### src/hw/rtl/pls_pkg.sv
// shared types, constants and handshake structs for the positional list store
// no dependencies
`timescale 1ns / 1ps

package pls_pkg;

  // default sizing of the store
  localparam int unsigned MAX_ENTRIES_C = 64;
  localparam int unsigned DATA_WIDTH_C  = 32;

  // fixed field widths on the ports
  localparam int unsigned OP_W   = 3;
  localparam int unsigned POS_W  = 7;
  localparam int unsigned WORD_W = 32;
  localparam int unsigned ST_W   = 2;
  localparam int unsigned CNT_W  = 7;

  // each read-tree level picks one of this many nodes
  localparam int unsigned TREE_RADIX = 8;
  localparam int unsigned DIGIT_W    = 3;

  typedef enum logic [OP_W-1:0] {
    OP_INS_FRONT = 3'd0,
    OP_INS_BACK  = 3'd1,
    OP_INS_POS   = 3'd2,
    OP_REM_FRONT = 3'd3,
    OP_REM_BACK  = 3'd4,
    OP_REM_POS   = 3'd5
  } op_e;

  typedef enum logic [ST_W-1:0] {
    ST_OK     = 2'd0,
    ST_BADPOS = 2'd1,
    ST_EMPTY  = 2'd2,
    ST_FULL   = 2'd3
  } status_e;

  typedef enum logic {
    S_IDLE = 1'b0,
    S_WALK = 1'b1
  } ctrl_state_e;

  typedef struct packed {
    logic [OP_W-1:0]   op;
    logic [POS_W-1:0]  position;
    logic [WORD_W-1:0] entry_data;
  } req_t;

  typedef struct packed {
    status_e           status;
    logic              removed_valid;
    logic [WORD_W-1:0] removed_data;
    logic [CNT_W-1:0]  entry_count;
  } rsp_t;

  // controller to datapath
  typedef struct packed {
    logic start;   // capture request, restart read walk
    logic commit;  // apply request, load result register
  } dp_cmd_t;

  // datapath to controller
  typedef struct packed {
    logic walk_done;  // read tree output matches current request
  } dp_stat_t;

  // number of registered 8-way levels needed to reach any of n entries
  function automatic int unsigned tree_levels(input int unsigned n);
    int unsigned lv;
    lv = ($clog2(n) + DIGIT_W - 1) / DIGIT_W;
    if (lv == 0) begin
      lv = 1;
    end
    return lv;
  endfunction

endpackage

### src/hw/rtl/pls_ctrl.sv
// control state machine of the positional list store
// uses pls_pkg; drives pls_dpath through dp_cmd_t, reads dp_stat_t
`timescale 1ns / 1ps

module pls_ctrl
  import pls_pkg::*;
(
  input  logic     clk_i,
  input  logic     rst_ni,
  input  logic     in_valid_i,
  output logic     in_ready_o,
  output logic     out_valid_o,
  input  logic     out_ready_i,
  input  dp_stat_t stat_i,
  output dp_cmd_t  cmd_o
);

  ctrl_state_e state_q, state_d;
  logic        out_valid_q, out_valid_d;
  logic        commit_ok;

  assign commit_ok = stat_i.walk_done && (!out_valid_q || out_ready_i);

  always_comb begin
    state_d = state_q;
    unique case (state_q)
      S_IDLE: begin
        if (in_valid_i) begin
          state_d = S_WALK;
        end
      end
      S_WALK: begin
        if (commit_ok) begin
          state_d = S_IDLE;
        end
      end
      default: state_d = S_IDLE;
    endcase
  end

  always_comb begin
    in_ready_o   = 1'b0;
    cmd_o.start  = 1'b0;
    cmd_o.commit = 1'b0;
    unique case (state_q)
      S_IDLE: begin
        in_ready_o  = 1'b1;
        cmd_o.start = in_valid_i;
      end
      S_WALK: begin
        cmd_o.commit = commit_ok;
      end
      default: ;
    endcase
  end

  always_comb begin
    out_valid_d = out_valid_q;
    if (cmd_o.commit) begin
      out_valid_d = 1'b1;
    end else if (out_ready_i) begin
      out_valid_d = 1'b0;
    end
  end

  always_ff @(posedge clk_i or negedge rst_ni) begin
    if (!rst_ni) begin
      state_q     <= S_IDLE;
      out_valid_q <= 1'b0;
    end else begin
      state_q     <= state_d;
      out_valid_q <= out_valid_d;
    end
  end

  assign out_valid_o = out_valid_q;

  // a committed request shows its result and frees the input side
  a_commit_shows: assert property (@(posedge clk_i) disable iff (!rst_ni)
    cmd_o.commit |=> out_valid_q && in_ready_o)
    else $error("commit did not present a result");

  // no new beat is taken while one is in flight
  a_one_in_flight: assert property (@(posedge clk_i) disable iff (!rst_ni)
    (in_valid_i && in_ready_o) |=> !in_ready_o)
    else $error("second beat accepted during a walk");

endmodule

### config.mk
export PLATFORM = sky130hd
export DESIGN_NAME = pls_ctrl
export DESIGN_NICKNAME = d
export VERILOG_FILES = /design/src/hw/rtl/pls_pkg.sv /design/src/hw/rtl/pls_ctrl.sv
export SDC_FILE = /design/constraint.sdc
export NUM_CORES = 1
export LEC_CHECK = 0
export ABC_AREA = 1
export BUFFER_PORTS_ARGS = -buffer_cell sky130_fd_sc_hd__buf_2
export CORE_AREA = 2 2 39 41
export CTS_CLUSTER_DIAMETER = 120
export DETAILED_ROUTE_END_ITERATION = 10
export DIE_AREA = 0 0 41 43
export SLEW_MARGIN = 10
export SYNTH_ARGS = -nofsm -noshare
export SYNTH_HDL_FRONTEND = slang
export SYNTH_SLANG_ARGS = --single-unit
### constraint.sdc
create_clock -name clk_i -period 0.95 [get_ports clk_i]
set_input_delay 0.2375 -clock clk_i [delete_from_list [all_inputs] [get_ports clk_i]]
set_output_delay 0.2375 -clock clk_i [all_outputs]
set_load 0.05 [all_outputs]
* Word level (Yosys, flattened, before mapping)
Cells that the tools add are included.
Operators by class: mux-type cells 8, bitwise operators 1, reduce and logical (&&, ||, !) cells 4
Operator list (number):
- 2-to-1 mux 1 bit | 7
- case mux 1 bit (2 select lines) | 1
- nonzero test 2 bit | 1
- logical AND 1 bit | 1
- zero test 1 bit | 1
- logical OR 1 bit | 1
- inverter 1 bit | 1
Word-level totals: register bits after elaboration 2, input port bits 5, word-level logic and storage cells 15

* Depth between registers and ports, before layout
word-level depth 5, mapped depth 3

* Least setup slack after synthesis
OpenSTA, ideal clock, no wires.
path type register -> output, start register state_q, end output port cmd_o[1] in the netlist's numbering, arrival time 1.063 ns, required time 0.712 ns, slack -0.350 ns, stages on the path, launching flop included 2, path buffers 0, path through dfrtp_1 -> nor2_1
RTL lines:
- from (decl) | line pls_ctrl.sv:18 | ctrl_state_e state_q, state_d;
- from (signal assigned) | line pls_ctrl.sv:71 | state_q <= state_d;
- to (decl) | line pls_ctrl.sv:15 | output dp_cmd_t cmd_o

==> results_dict.tcl <==
set metrics [dict create \
    outcome "finished with violations" \
    violations "negative setup slack" \
    hold_violations 0 \
    cp.required_ps 710 \
    synth_common_cells "inv_1, a21oi_2, dfrtp_1, nand2_1, nor2_1" \
    grt_pass1_vias 121 \
    rows 14 \
    first_iter_violations 2 \
    min_path_type "input pin to flop" \
    yosys_most_used_dff "dfrtp_1" \
    rsz0062_at_grt "true" \
    grt_antenna_before_repair 0 \
    post-cts-setup-buffer-count 0 \
    yosysWarnings 0 \
    synth_top_area_share_pct 44.9 \
    top_layer_used "met4" \
    max_freq_ghz 0.821 \
    wl_met1_microns 114 \
    fin_skew_ps 9.26 \
    clk_latency_ps 230 \
    fp.dieW_microns 41 \
    synth-seq-cells 2 \
    ant_nets 0 \
    peakVddDrop_mv 0.433 \
    syn_area_per_cell_sq_um 7.95 \
    tritoncts "yes" \
    grt_pass1_wl_microns 427 \
    place_congestion 0.550 \
    fin_crit_ps 1220 \
    synthCells 14 \
    wl_per_cell_microns 6.52 \
    cts-root-buf "clkbuf_4" \
    gr-total-overflow 0 \
    p_leak_nw 0.135 \
    cts_sinks 2 \
    relSlewSlack_pct 92.5 \
    wirelength_microns 287 \
    setup_viol_count_final 4 \
    tns_ps -827 \
    routed_via_density 3.02 \
    cts_inserted_buffers 3 \
    io_pins 9 \
    r2r_cells 4 \
    die_height_microns 43 \
    io_buffers 8 \
    die_area_sq_um 1760 \
    dr.pass1.iters 2 \
    hold_path_depth 3 \
    synth_top_cell_by_area "dfrtp_1" \
    critPathMaxFanout 4 \
    worstMarginPinSlew_ps 112 \
    endpoint_kind "output port" \
    criticalPathCategory "flop to output port" \
    wl_met3_microns 38 \
    finish.utilization_pct 18.9 \
    synth_fp_nets 19 \
    synthArstFlopShare_pct 100 \
    htreeDepth 1 \
    min_period_over_period_pct 128 \
    initial_core_util_pct 8.05 \
    ys_seq_area_share_pct 44.9 \
    drive_above_1_share_pct 67.9 \
    clock_path_buffers 2 \
    setup_ws_ps -269 \
    grtUsageTotal_pct 4.62 \
    syn_area_sq_um 111 \
    core-area_sq_um 1380 \
    synth_edf_count 0 \
    nets 34 \
    powerDensity_nw_per_um2 2260 \
    crit_arrival_ps 980 \
    antenna_cells 0 \
    grt_max_degree 5 \
    cp-start-kind "flop" \
    synthMostInstantiatedCell "inv_1" \
    cap_viol_max_count 0 \
    clkTransAtPathRegs_ps 30 \
    met2WireLength_microns 127 \
    via_count 133 \
    drcViolationCount 0 \
    yosys-top-cells-area "dfrtp_1, a21oi_2, inv_1, buf_4, nand2_1" \
    final_max_slew_viol_count 0 \
    yosysUniqueCellTypes 7 \
    area_growth_pct 135 \
]
-- state kept, by name (all words and copies together) (netlist names) --
signal / cells
out_valid_o: 1
state_q: 1
-- path summary, 6_finish.rpt --
path                                  from           to  slack, ps
worst max-delay path               state_q     cmd_o[0]       -270
worst min-delay path            in_valid_i      state_q        280
worst max register to register     state_q      state_q        110
worst min register to register     state_q      state_q        600
max in group asynchronous           rst_ni      state_q        520
min in group asynchronous           rst_ni  out_valid_o        310
-- metrics by stage --
| stage | instance area (sq um) | power [mW] | setup slack [ps] | cells | hold slack (ps) |
|---|---|---|---|---|---|
| after floorplan | 124 | 0.272 | -116 | 14 | -58.1 |
| after global placement | 188 | 0.318 | -148 | 39 | 23.2 |
| after detailed placement | 188 | 0.320 | -150 | 39 | 25.6 |
| after CTS | 258 | 0.601 | -279 | 44 | 278 |
| after global routing | 262 | 0.638 | -317 | 44 | 295 |
| final | 262 | 0.592 | -269 | 44 | 281 |
-- metal layers --
metal	vias up	global-route usage, %
met5	-	0
met4	0	6.00
met3	2	6.28
met2	7	5.00
met1	56	2.90
li1	68	-
-- critical path, cell delays in order (launching register included) --
cell and delay (ps):
dfrtp_2 400, nand2_2 70, a21oi_2 120, buf_6 170
-- cells by family (layout without fill, tap and decap cells) --
group	count (synthesis)	after routing	synth area share (%)
and+or+nand+nor	5	5	19.1
buffers and inverters	5	19	20.2
DFF	2	2	44.9
AOI/OAI and AO/OA	2	2	15.7
-- layout make-up --
| class | count | area [sq um] |
|---|---|---|
| fill | 155 | 1120 |
| clock buffer | 4 | 26.3 |
| timing repair buffer | 11 | 101 |
| multi-input combinational | 7 | 46.3 |
| tap | 16 | 20.0 |
| sequential | 2 | 52.6 |
| inverter | 4 | 15.0 |
-- power by group --
part           leakage, nW  internal, mW  total (mW)  switching (mW)
Combinational       0.0990         0.108       0.254           0.146
Clock               0.0150         0.156       0.212          0.0560
Sequential          0.0210         0.105       0.125          0.0203
-- what timing repair did --
action | in CTS | in global routing
hold buffers | 1 | 0
pin swaps | 1 | 1
gates resized for setup | 11 | 1
gates cloned | 0 | 0
endpoints found under the hold margin | 2 | 0
endpoints found under the setup margin | 4 | 4
-- cell usage in the layout (no fill, tap or decap), drive strengths merged --
master / count
buf: 10
inv: 4
clkbuf: 4
nand2: 3
a21oi: 2
dfrtp: 2
nor2: 2
dlygate4sd3: 1
Power figures use the tool's default switching activity.
